**src/hw/rtl/hasi_ram.sv**
```systemverilog
`timescale 1ns / 1ps
// ----------------------------------------------------------------------------
// hasi_ram
// Simple dual-port RAM: one write port, one read port, registered read data.
// ----------------------------------------------------------------------------
module hasi_ram #(
    parameter int WIDTH = 8,
    parameter int DEPTH = 16
) (
    input  logic                     aclk,
    input  logic                     we,
    input  logic [$clog2(DEPTH)-1:0] waddr,
    input  logic [WIDTH-1:0]         wdata,
    input  logic [$clog2(DEPTH)-1:0] raddr,
    output logic [WIDTH-1:0]         rdata
);

    logic [WIDTH-1:0] mem [DEPTH];

    always_ff @(posedge aclk) begin
        if (we) begin
            mem[waddr] <= wdata;
        end
        rdata <= mem[raddr];
    end

endmodule

```
**config.mk**
```make
export PLATFORM = sky130hd
export DESIGN_NAME = hasi_ram
export DESIGN_NICKNAME = d
export VERILOG_FILES = /design/src/hw/rtl/hasi_ram.sv
export SDC_FILE = /design/constraint.sdc
export NUM_CORES = 1
export LEC_CHECK = 0
export BUFFER_PORTS_ARGS = -buffer_cell sky130_fd_sc_hd__buf_4
export CORE_MARGIN = 4
export CORE_UTILIZATION = 60
export DETAILED_ROUTE_END_ITERATION = 16
export PLACE_DENSITY = 0.78
export SLEW_MARGIN = 20
export SYNTH_ARGS = -nofsm -noshare
export SYNTH_HDL_FRONTEND = slang
export SYNTH_SLANG_ARGS = --single-unit
```
**constraint.sdc**
```tcl
create_clock -name aclk -period 2.6 [get_ports aclk]
set_input_delay 0.52 -clock aclk [delete_from_list [all_inputs] [get_ports aclk]]
set_output_delay 0.52 -clock aclk [all_outputs]
set_load 0.1 [all_outputs]
```
### After elaboration in Yosys (flattened, before gate mapping)

Memories as Yosys holds them, arrays and structs flattened. A register that Yosys moved wholly into a read port is not among the register bits.
Index checks and enable logic that the tools add are counted.

* flip-flop bits (word level): 0
* bits in latches: 0
* bits in writable memories: 128
* memory bits (read-only): 0
* input bits: 18
* output and inout port bits: 8
* logic and storage cells: 3
* memories kept: 1

Memories
* mem: words 16, bits a word 8, read ports 1, clocked after Yosys merged registers in 1, wr ports 1, line 18 `logic [WIDTH-1:0] mem [DEPTH];`

* $add $sub $neg: 0
* $mul: 0
* div/mod/pow operators: 0
* magnitude comparators: 0
* eq/ne operators: 0
* shifts and indexed selects: 0
* muxes and demuxes: 2
* bitwise logic cells: 0
* reduce and logical (&&, ||, !) cells: 0

Operator list (number)
* 1-bit two-way mux: 2

### Logic depth before layout (Yosys ltp)

* depth after elaboration: 2
* depth in mapped cells: 5
* mapped depth without buffers: 3

### Worst setup path before layout

No wires, ideal clock.

* kind: in2reg
* start point: input waddr[2]
* end point: memory mem[0][0] (enable)
* data arrival time: 1630 ps
* data required time: 2217 ps
* path slack: 587 ps
* stages: 2
* path buffers: 0
* cells stage by stage: or3b_2 nor3_1

RTL lines
* from (decl): line 12 `input logic [$clog2(DEPTH)-1:0] waddr,`
* to (decl): line 18

No word-level cell before the write port.

### Final worst setup path

* start point: register rdata[3] (read register of mem)
* end point: output rdata[3]

RTL lines
* from (decl): line 15 `output logic [WIDTH-1:0] rdata`

No word-level cell between the ends.

==> results.cfg <==
[floorplanning]
fp.dieArea_sq_um = 10100
die_height_um = 101
pin_count = 26
start_util_pct = 62.0
core-area_sq_um = 8300
dieWidth_um = 101
num_rows = 33

[clock_tree]
clk_pin_slew_worst_paths_ns = 0.06
cts_resized = 0
clock_latency_ns = 0.52
postCtsSetupRepairBufs = 0
clock-root-buffer = clkbuf_8
cts_hold_buf = 0
cts_tree = yes
htree_levels = 4
cts_buffer_depth = 2
cts_sinks = 136
numCtsBuffers = 17

[yosys]
syn-cell-area_sq_um = 5150
synth.avg_cell_area_sq_um = 22.5
synth_nets = 247
synth_area_leader_cell = edfxtp_1
yosysUniqueCellTypes = 19
syn_inst = 229
synth_seq_cells = 136
synth_warnings = 0
synthTopCellsByArea = edfxtp_1 (75%), mux4_2 (7.9%), mux4_1 (7.1%)
yosysTopAreaCellShare_pct = 74.7
ys_seq_area_share_pct = 77.8

[job]
cap_violations = 0

[pwr]
combPwrFrac_pct = 6.6
p_clk_share_pct = 46.2
power_density_nw_per_um2 = 853
power_switching_share_pct = 21.3
seqPwrFrac_pct = 47.3
p_leak_uw = 0.00210
p_switching_uw = 1110
irDropWorstVdd_mv = 0.644
p_int_uw = 4110

[sta]
skew_ns = 0.00761
fmax_mhz = 582
relSlewSlack_pct = 48.7
slew_violations = 0
fin_tns_setup_ns = 0
setup_violations = 0
rsz0062_at_grt = no
max_slew.worst_pin.slew_ns = 0.767
min_period_ns = 1.72
finalHoldViolations = 0
post-route-period-util_pct = 66.0

[worst_setup_path]
cpLargestDelayFamily = flip-flops
slowest_stage = dfxtp_1
critPathBufInv = 1
worstSetupPathType = reg -> out
start_kind = flop
path_cells = buf_4
critical_path.endpoint_type = output port
arrival_ns = 1.20
critical_path_required_ns = 2.08
worst_path_largest_cell_delay_ns = 0.37
cp_max_fo = 1

[min_path]
hp-class = in -> reg

[cells_and_area]
drive_gt1_share_pct = 30.6
fin_nets = 299
diodes = 0
final_area_sq_um = 6130
area_growth_syn_to_layout_pct = 19.0

[detailed_routing]
drt-initial-drc-count = 230
highest_layer = met4
wl_met3_um = 795
wire_per_inst_um = 25.4
met1_length_um = 4040
wl_met2_um = 5130
dr_total_vias = 2483
drt-total-wl_um = 10100
ant_nets = 0
drc = 0
viasPerCell = 6.22
drt-pass1-iter-count = 5

[placement]
place_area_sq_um = 5530
io_buffers = 25
gp_congestion = 0.747

[global_routing]
grt_usage_pct = 23.1
grt_pass1_wl_um = 15900
grt_start_max_net_pins = 33
first_global_vias = 2613
antenna_found_initial = 0
grt_overflow_total = 0

[status]
status = complete, no violations
synth_stat cells:
master and instances:
edfxtp_1 128, mux4_2 18, a22oi_1 16, mux4_1 14, nor2_1 13, nand2_1 9, dfxtp_1 8, nor3_1 4
buf_2 3, buf_6 3, clkdlybuf4s25_2 3, nand2b_1 2, nand3b_1 2, and2_1 1, and2b_1 1, buf_4 1
nand3_1 1, nor2b_1 1, or3b_2 1
final timing paths:
| kind | startpoint | to | slack [ns] | cells after the start |
|---|---|---|---|---|
| setup / recovery | rdata[3] | rdata[3] | 0.88 | 1 |
| hold reg to reg | mem[12][7] | rdata[7] | 0.67 | 3 |
| hold / removal | wdata[5] | mem[0][5] | 0.30 | 1 |
| setup reg to reg | mem[3][4] | rdata[4] | 1.14 | 3 |
power by group through the flow:
stage / logic (uW) / registers [uW] / clock network, uW
3_5_place_dp: 344 / 2510 / 0
4_1_cts: 348 / 2470 / 2440
6_report: 344 / 2470 / 2410
3_3_place_gp: 338 / 2510 / 0
5_1_grt: 366 / 2470 / 2560
2_1_floorplan: 124 / 2610 / 0
layout make-up:
type | instances | area, sq um
Multi-Input combinational cell | 83 | 1060
Fill cell | 460 | 2170
Sequential cell | 136 | 4000
Tap cell | 105 | 131
Timing Repair Buffer | 43 | 335
Clock inverter | 13 | 178
Clock buffer | 19 | 422
sequential cells by signal (all words and copies together), names as in the netlist:
register and flops:
mem 128, rdata 8
kinds of logic after synthesis:
kind of cell	synth area share [%]
DFF	77.8
and+or+nand+nor	3.18
muxes	15.0
AOI/OAI and AO/OA	2.33
buffers and inverters	1.68
per-stage QoR:
stage | setup slack (ns) | total power, uW | hold slack [ns] | cells | util [%]
final | 0.883 | 5230 | 0.302 | 399 | 73.8
after global routing | 0.833 | 5400 | 0.286 | 399 | 73.8
after CTS | 0.866 | 5260 | 0.288 | 399 | 73.8
after detailed placement | 0.506 | 2860 | 0.662 | 367 | 66.6
after global placement | 0.531 | 2850 | 0.651 | 367 | 66.6
after floorplan | 0.587 | 2740 | 0.619 | 229 | -
metal layers:
| metal | track usage (%) | up-vias |
|---|---|---|
| li1 | - | 1076 |
| met1 | 32.5 | 1279 |
| met2 | 34.2 | 115 |
| met3 | 7.61 | 13 |
| met4 | 8.81 | 0 |
| met5 | 0 | - |
cell usage in the layout (no fill, tap or decap), types with 2 or more instances in the layout:
cell type,instances
nand3b_1,2
clkinv_2,2
nor2_1,13
bufinv_16,4
edfxtp_1,128
clkbuf_16,16
clkinvlp_4,3
a22oi_1,16
nand2b_1,2
mux4_1,14
nor3_1,4
buf_4,42
dfxtp_1,8
clkinv_1,2
nand2_1,9
clkbuf_1,2
mux4_2,18
(Power assumes the default switching activity.)
