### config.mk
export PLATFORM = sky130hd
export DESIGN_NAME = hasi_hash
export DESIGN_NICKNAME = d
export VERILOG_FILES = /design/src/hw/rtl/hasi_pkg.sv /design/src/hw/rtl/hasi_hash.sv
export SDC_FILE = /design/constraint.sdc
export NUM_CORES = 1
export LEC_CHECK = 0
export ABC_AREA = 1
export CAP_MARGIN = 20
export CORE_MARGIN = 1
export CORE_UTILIZATION = 60
export DETAILED_ROUTE_END_ITERATION = 16
export DONT_BUFFER_PORTS = 1
export PLACE_DENSITY = 0.75
export RECOVER_POWER = 100
export SYNTH_ARGS = -nofsm -noshare
export SYNTH_HDL_FRONTEND = slang
export SYNTH_SLANG_ARGS = --single-unit
### constraint.sdc
create_clock -name vclk -period 8.6
set_clock_uncertainty 0.05 [all_clocks]
set_input_delay 0 -clock vclk [all_inputs]
set_output_delay 0 -clock vclk [all_outputs]
set_load 0.02 [all_outputs]
### src/hw/rtl/hasi_pkg.sv
`timescale 1ns / 1ps
// ----------------------------------------------------------------------------
// hasi_pkg
// Types, sizes and codes shared by the hashed address set blocks.
// ----------------------------------------------------------------------------
package hasi_pkg;

    localparam int MAX_ENTRIES = 4096;
    localparam int SLOT_COUNT  = 8192;
    localparam int PROBE_LIMIT = 32;

    localparam int ADDR_W   = 64;
    localparam int INDEX_W  = 12;
    localparam int STATUS_W = 3;
    localparam int DROP_W   = 32;

    localparam int SLOT_W   = $clog2(SLOT_COUNT);
    localparam int ENTRY_AW = $clog2(MAX_ENTRIES);
    localparam int COUNT_W  = $clog2(MAX_ENTRIES + 1);
    localparam int PK_W     = $clog2(PROBE_LIMIT + 1);

    localparam logic [31:0] HASH_MUL_LO = 32'd2654435761;
    localparam logic [31:0] HASH_MUL_HI = 32'd40503;
    localparam int          HI_SHIFT    = 32;
    localparam int          LO_SHIFT    = 4;

    localparam logic [COUNT_W-1:0] FULL_COUNT    = COUNT_W'(MAX_ENTRIES);
    localparam logic [PK_W-1:0]    PROBE_LIMIT_K = PK_W'(PROBE_LIMIT);
    localparam logic [DROP_W-1:0]  DROP_MAX      = '1;

    localparam logic [STATUS_W-1:0] ST_FOUND      = 3'd0;
    localparam logic [STATUS_W-1:0] ST_ADDED      = 3'd1;
    localparam logic [STATUS_W-1:0] ST_DROP_FULL  = 3'd2;
    localparam logic [STATUS_W-1:0] ST_DROP_PROBE = 3'd3;
    localparam logic [STATUS_W-1:0] ST_READ_OK    = 3'd4;
    localparam logic [STATUS_W-1:0] ST_READ_RANGE = 3'd5;

    localparam logic FUNC_REGISTER = 1'b0;
    localparam logic FUNC_READ     = 1'b1;

    typedef struct packed {
        logic               func;
        logic [ADDR_W-1:0]  address;
        logic [INDEX_W-1:0] entry_index;
    } in_item_t;

    typedef struct packed {
        logic [STATUS_W-1:0] status;
        logic [INDEX_W-1:0]  index;
        logic [ADDR_W-1:0]   stored_address;
        logic [COUNT_W-1:0]  stored_count;
        logic [DROP_W-1:0]   drop_count;
    } out_item_t;

    // slot_map read in flight / slot link resolved
    typedef struct packed {
        logic              valid;
        logic [SLOT_W-1:0] slot;
        logic [PK_W-1:0]   k;
    } probe_b_t;

    // address_store compare in flight
    typedef struct packed {
        logic                valid;
        logic                cand;
        logic [ENTRY_AW-1:0] e;
    } probe_c_t;

endpackage

### src/hw/rtl/hasi_hash.sv
`timescale 1ns / 1ps
// ----------------------------------------------------------------------------
// hasi_hash
// Home slot of an address: two multiplicative hashes XORed, masked to slots.
// ----------------------------------------------------------------------------
module hasi_hash (
    input  logic [hasi_pkg::ADDR_W-1:0] address,
    output logic [hasi_pkg::SLOT_W-1:0] home
);

    localparam int SW = hasi_pkg::SLOT_W;

    // only the low SW bits of each 32-bit product survive the mask, and those
    // depend only on the low SW bits of the operands
    logic [SW-1:0] lo_op;
    logic [SW-1:0] hi_op;
    logic [SW-1:0] lo_prod;
    logic [SW-1:0] hi_prod;

    assign lo_op   = address[hasi_pkg::LO_SHIFT +: SW];
    assign hi_op   = address[hasi_pkg::HI_SHIFT +: SW];
    assign lo_prod = lo_op * hasi_pkg::HASH_MUL_LO[SW-1:0];
    assign hi_prod = hi_op * hasi_pkg::HASH_MUL_HI[SW-1:0];
    assign home    = lo_prod ^ hi_prod;

endmodule

==> After elaboration in Yosys (flattened, before gate mapping) <==
Index checks and enable logic that the tools add are counted.
{ "word_totals": {"n_memories": 0, "rom_bits": 0, "latch_bits": 0, "out_inout_bits": 13, "mem_bits_rw": 0, "wordCells": 3, "register_bits": 0, "in_bits": 64} }
{ "classes": {"reduce_logical": 0, "n_shift": 0, "n_mul": 2, "order_cmp": 0, "n_eq_ne": 0, "add_sub_neg": 0, "n_bitwise": 1, "div_mod_pow": 0, "mux": 0} }
{ "ops": {"columns": ["cell", "n"], "rows": [
  ["multiplier 13 x 10 -> 13 bit (second input constant)", 1],
  ["multiplier 13 x 12 -> 13 bit (second input constant)", 1],
  ["bitwise XOR 13 bit", 1]
]} }

==> Logic depth before layout (Yosys ltp) <==
Gate-level depths: netlist of run 1.
{ "depth": {"ltp_word": 2, "mapped_depth": 19, "mapped_depth_nobuf": 19} }

==> Worst setup path before layout of run 1 <==
OpenSTA, ideal clock, no wires.
{ "synth_path": {"kind": "input-to-output", "from": "in address[37] in the netlist's numbering", "to": "out home[8] in the netlist's numbering", "n_path_buf": 0, "cell_stages": 15, "required_ns": 8.550, "setup_slack_ns": 4.896, "arrival_ns": 3.654, "cell_sequence": "ha_1 > inv_1 > fa_1 > inv_1 > ha_1 > fa_1 > inv_1 > fa_1 > inv_1 > ha_1 > a21oi_1 > o21ai_1 > a21oi_1 > xor2_1 > xor2_1"} }
{ "synth_via": {"elab_chain_len": 2} }
{ "synth_lines": {"columns": ["item", "line_no", "rtl"], "rows": [
  ["from (decl)", "hasi_hash.sv:7", "input logic [hasi_pkg::ADDR_W-1:0] address,"],
  ["multiplier 13 x 10 -> 13 bit", "hasi_hash.sv:23", "assign hi_prod = hi_op * hasi_pkg::HASH_MUL_HI[SW-1:0];"],
  ["bitwise XOR 13 bit", "hasi_hash.sv:24", "assign home = lo_prod ^ hi_prod;"],
  ["to (decl)", "hasi_hash.sv:8", "output logic [hasi_pkg::SLOT_W-1:0] home"]
]} }
No other way between the ends.

==> Worst setup path after layout of run 1 <==
Same ends and word-level chain as after synthesis.

==> run summary, run 1 <==
=================================================================================================
Total global routing overflow                                                                   0
Area Growth Syn to Fin                                                                      2.73%
Sequential standard cell area                                                             0 sq um
Post-layout net count                                                                         542
Transition at the pin with the smallest max-transition slack                               551 ps
Required time of the critical path                                                        8550 ps
Yosys top cell by area                                                                       ha_1
Synthesized cell area                                                                0.00294 sq mm
Initial antenna violation count                                                                 0
Final Max Slew Viols                                                                            0
Switching fraction of total power                                                           64.2%
Number of buffers inserted for hold repair after clock tree synthesis                           0
Comb pwr share                                                                             100.0%
Area of the core                                                                     0.00472 sq mm
Min cycle time layout                                                                     3960 ps
Overall global routing resource usage                                                       21.3%
Violation count after the first detailed-route iteration                                       52
Minimum setup slack after placement                                                       4630 ps
Unrepaired setup endpoints after global routing                                             false
Critical path start-end classification                                                  in -> out
First-pass GRT wire length                                                                8830 um
Register area share after synthesis                                                            0%
Warnings from Yosys                                                                             0
Total negative slack                                                                         0 ps
Max VDD drop                                                                               245 uV
Mean routed wirelength per cell                                                           12.2 um
Total setup violations reported at the end of the flow                                          0
Final Hold Fails                                                                                0
Critical Path AT                                                                          3910 ps
Synth Instances                                                                               361
Path class of the lowest-slack min-delay path                                           in -> out
Final setup slack of the worst path                                                       4640 ps
Power per cell area                                                                   314 mW/mm^2
Layout cell share with drive strength beyond 1                                             0.831%
Routed vias/inst                                                                             4.96
Dominant cell by count in the synthesized netlist                                           inv_1
Post-detail-place hpwl                                                                    4970 um
Endpoint class of the critical path                                                    output pin
Global placement routability congestion                                                     0.861
Vias in the first global route                                                              2,113
Headroom to the max-slew limit                                                              63.0%
Number of setup buffers added after CTS                                                         0
Antenna cells                                                                                   0
Peak Freq                                                                                 253 MHz
Crit path launch type                                                                primary input
Multi-input gate area in the final layout                                            0.00255 sq mm
Commonest cells post-synth                                                           inv_1, ha_1, nand2_1, fa_1, xor2_1
Maximum number of pins on one net before global-route repair                                    7
Area of the die                                                                      0.00518 sq mm
Sequential share of power                                                                      0%
Switching power of the nets                                                            0.000607 W
Number of distinct library cell variants in the gate-level netlist after synthesis             23
Max-capacitance violation count                                                                 0
Top cells by area in the synthesized netlist                                         ha_1, fa_1, inv_1
Share of the clock period used by the worst path after layout                               46.0%
Clock network fraction of total power                                                          0%
Starting Density                                                                            62.1%
Drt total wl                                                                              5210 um
Leakage power                                                                             1.80 nW
Die height                                                                                71.9 um
Worst-path maximum fanout                                                                       5
Post-Synthesis Mean Instance Area                                                      8.13 sq um
Seq Cell Count                                                                                  0
Count of standard-cell rows                                                                    25
Routed via count                                                                            2,125
Count of instances resized after the clock tree is built                                        0
Width of the die                                                                          71.9 um
Buffers added on ports                                                                          0
Boundary pin count                                                                             77
Number of remaining DRC errors                                                                  0
Antenna Nets Post-Route                                                                         0
Fraction of synthesized cell area taken by the top area cell type                           34.1%
1st-pass router iterations                                                                      4
Fill cell count                                                                               403
Internal cell power                                                                    0.000339 W
Mapped Nets                                                                                   540
Clock buffer cells                                                                              0
Status                                                                               complete, no violations
=================================================================================================
-- power groups by stage --
| stage | registers [W] | logic (W) | clock network (W) |
|---|---|---|---|
| 6_report | 0 | 0.000946 | 0 |
| 5_1_grt | 0 | 0.00107 | 0 |
| 4_1_cts | 0 | 0.000959 | 0 |
| 3_5_place_dp | 0 | 0.000956 | 0 |
| 3_3_place_gp | 0 | 0.000938 | 0 |
| 2_1_floorplan | 0 | 0.000810 | 0 |
-- cell families (layout without fill, tap and decap cells) --
kind of cell / count (synthesis) / after routing / share of synthesized area, %
xor+xnor: 43 / 43 / 13.3
buf+inv: 101 / 101 / 12.9
fa+ha+maj: 115 / 115 / 58.0
compound gates: 19 / 19 / 4.09
simple gates: 83 / 83 / 11.7
-- layout make-up --
cell class,count,share of cell area [%]
Inverter,101,12.6
Tap cell,67,2.78
Multi-Input combinational cell,260,84.6
-- worst max-delay path, stage by stage --
cell and delay, ps:
ha_1 280, inv_1 70, fa_1 530, inv_1 40
ha_1 310, fa_1 550, inv_1 60, fa_1 530
inv_1 40, ha_1 360, a21oi_1 220, o21ai_0 140
a21oi_1 200, xor2_1 190, xor2_1 400
-- path summary, 6_finish.rpt --
| kind | from | endpoint | slack, ps | depth (start not counted) |
|---|---|---|---|---|
| setup / recovery | address[37] | home[8] | 4640 | 15 |
| hold / removal | address[7] | home[3] | 80 | 1 |
-- metal layers --
layer  track usage [%]  part of all wire, %
met4                 0                    0
met3              1.39                  3.5
met1              27.3                   45
met2              41.8                   52
met5                 0                    0
-- through the flow --
step,utilization (%),hold WS (ps),instances,cell area [sq um],total power [W]
after floorplan,-,74.3,361,2940,0.000810
after global placement,63.9,76.9,428,3020,0.000938
after detailed placement,63.9,83.5,428,3020,0.000956
after CTS,63.9,83.5,428,3020,0.000959
after global routing,63.8,87.9,428,3020,0.00107
final,63.8,82.0,428,3020,0.000946
-- cells in the final DEF (no fill, tap or decap), types with 2 or more instances in the layout --
master,instances
a21oi_1,9
a31oi_1,2
fa_1,35
ha_1,80
inv_1,101
nand2_1,61
nand3_1,13
nor2_1,4
o21ai_0,2
o21bai_1,2
xnor2_1,16
xor2_1,26
(Power assumes the default switching activity.)
==> run 2, diff against run 1 <==
==> constraint.sdc (replaced) <==
create_clock -name vclk -period 3.81
set_clock_uncertainty 0.05 [all_clocks]
set_input_delay 0 -clock vclk [all_inputs]
set_output_delay 0 -clock vclk [all_outputs]
set_load 0.02 [all_outputs]
==> run summary, run 2 (synthesis results as in run 1) <==
============================================================================
Minimum setup slack after placement                                  -110 ps   -4740 ps
Count of standard-cell rows                                               25   unchanged
Antenna Nets Post-Route                                                    0   unchanged
Peak Freq                                                            273 MHz
Sequential standard cell area                                        0 sq um   unchanged
Crit path launch type                                           primary input
Mean routed wirelength per cell                                      12.5 um   +2.7%
Status                                                          complete, no violations
Final setup slack of the worst path                                   144 ps   -4500 ps
1st-pass router iterations                                                 4   unchanged
Maximum number of pins on one net before global-route repair               7   unchanged
Area of the core                                                0.00472 sq mm   unchanged
Buf+Inv Stages, Crit Path                                                  3   -1
Post-placement cell count                                                436   +1.9%
Layout cell share with drive strength beyond 1                         5.68%   +4.8 points
Post-detail-place hpwl                                               5110 um   +2.8%
Post-layout net count                                                    551   +1.7%
Area Growth Syn to Fin                                                 6.69%
Max stage delay on crit path                                          540 ps   about the same
Buffers added on ports                                                     0   unchanged
Cell family contributing the most delay on the critical path     adder cells
Worst-path maximum fanout                                                  5   unchanged
Required time of the critical path                                   3760 ps   -4790 ps
Area of the die                                                 0.00518 sq mm   unchanged
Transition at the pin with the smallest max-transition slack          551 ps   +0.391 ps
Total setup violations reported at the end of the flow                     0   unchanged
Antenna cells                                                              0   unchanged
Violation count after the first detailed-route iteration                  29   -44%
Clock buffer cells                                                         0   unchanged
Headroom to the max-slew limit                                         63.0%   about the same
Drt total wl                                                         5470 um   +4.8%
Final Max Slew Viols                                                       0   unchanged
Max-capacitance violation count                                            0   unchanged
Overall global routing resource usage                                  21.9%   +0.60 points
Path class of the lowest-slack min-delay path                      in -> out
Total global routing overflow                                              0   unchanged
Critical Path AT                                                     3620 ps   -290 ps
Startpoint of the lowest-slack hold path                          address[7]
Critical path start-end classification                             in -> out
Initial antenna violation count                                            0   unchanged
Launch point of the critical path                                address[38]
Width of the die                                                     71.9 um   unchanged
Critical Path, Cell by Cell                                     ha_1, fa_1, ha_1, fa_1, inv_1, fa_1, inv_1, ha_1, nand2_1, nor2_1, nand2_1, o2111ai_1, xor2_1, xor2_1, buf_2
Post-layout instance count excluding filler cells                        437   +2.1%
Max VDD drop                                                          594 uV   +140%
Final Hold Fails                                                           0   unchanged
Most common library cell in the layout ignoring fill and taps          inv_1
Die height                                                           71.9 um   unchanged
Min cycle time layout                                                3670 ps
Routed via count                                                       2,194   +3.2%
Boundary pin count                                                        77   unchanged
Leakage power                                                        1.84 nW   +2.6%
Worst slack on hold paths                                            80.7 ps   -1.26 ps
Global placement routability congestion                                0.827   -3.9%
Power per cell area                                              783 mW/mm^2   +150%
Seq Cell Count                                                             0   unchanged
Starting Density                                                       62.1%   unchanged
Fill cell count                                                          415   +3.0%
Routed vias/inst                                                        5.02   +1.1%
Commonest non-fill, non-tap cells in the layout                 inv_1, ha_1, nand2_1
First-pass GRT wire length                                           9070 um   +2.8%
Critical-path top delay cell                                            fa_1
Vias in the first global route                                         2,178   +3.1%
Endpoint class of the critical path                               output pin
Number of remaining DRC errors                                             0   unchanged
Share of the clock period used by the worst path after layout          96.2%
============================================================================
-- run 2: changes by cell type in the layout (fill, tap and decap cells not counted), sizes merged --
cell    before  now
buf          0    8
clkbuf       0    1
-- run 2: path summary, 6_finish.rpt --
path	to	cells past startpoint
max	home[10]	15
min	home[3]	1
-- run 2: through the flow --
step | instance area [sq um] | utilization [%] | total power [W] | setup TNS [ps]
final | 3130 | 66.3 | 0.00245 | 0
after global routing | 3130 | 66.3 | 0.00271 | -24.6
after CTS | 3090 | 65.5 | 0.00250 | 0
after detailed placement | 3080 | 65.2 | 0.00246 | -110
after global placement | 3080 | 65.2 | 0.00241 | -21.2
after floorplan | 2940 | - | 0.00183 | 0
-- run 2: cell type report --
| cell class | instances | area (sq um) | area share, % |
|---|---|---|---|
| multi-input combinational | 260 | 2610 | 83.3 |
| tap | 67 | 83.8 | 2.68 |
| inverter | 101 | 379 | 12.1 |
| timing repair buffer | 9 | 60.1 | 1.92 |
-- run 2: power breakdown --
part	switching [W]	leakage [nW]	total [W]	internal (W)
Clock	0	0	0	0
Combinational	0.00147	1.84	0.00245	0.000982
Sequential	0	0	0	0
-- run 2: metal layers --
metal  vias up  global-route usage [%]  share of wire (%)
li1       1131                       -                  -
met3         8                    1.53                3.7
met4         0                    1.31                1.4
met1      1010                    28.0                 43
met2        45                    42.3                 51
met5         -                       0                  0
-- run 2: what timing repair did --
| action | 4_1_cts | 5_1_grt |
|---|---|---|
| setup endpoints to repair | 1 | 4 |
| hold endpoints to repair | 0 | 0 |
| cloned | 0 | 0 |
| hold buffers | 0 | 0 |
| buffers inserted | 0 | 1 |
| gates resized for setup | 3 | 6 |
| pin swaps | 2 | 7 |
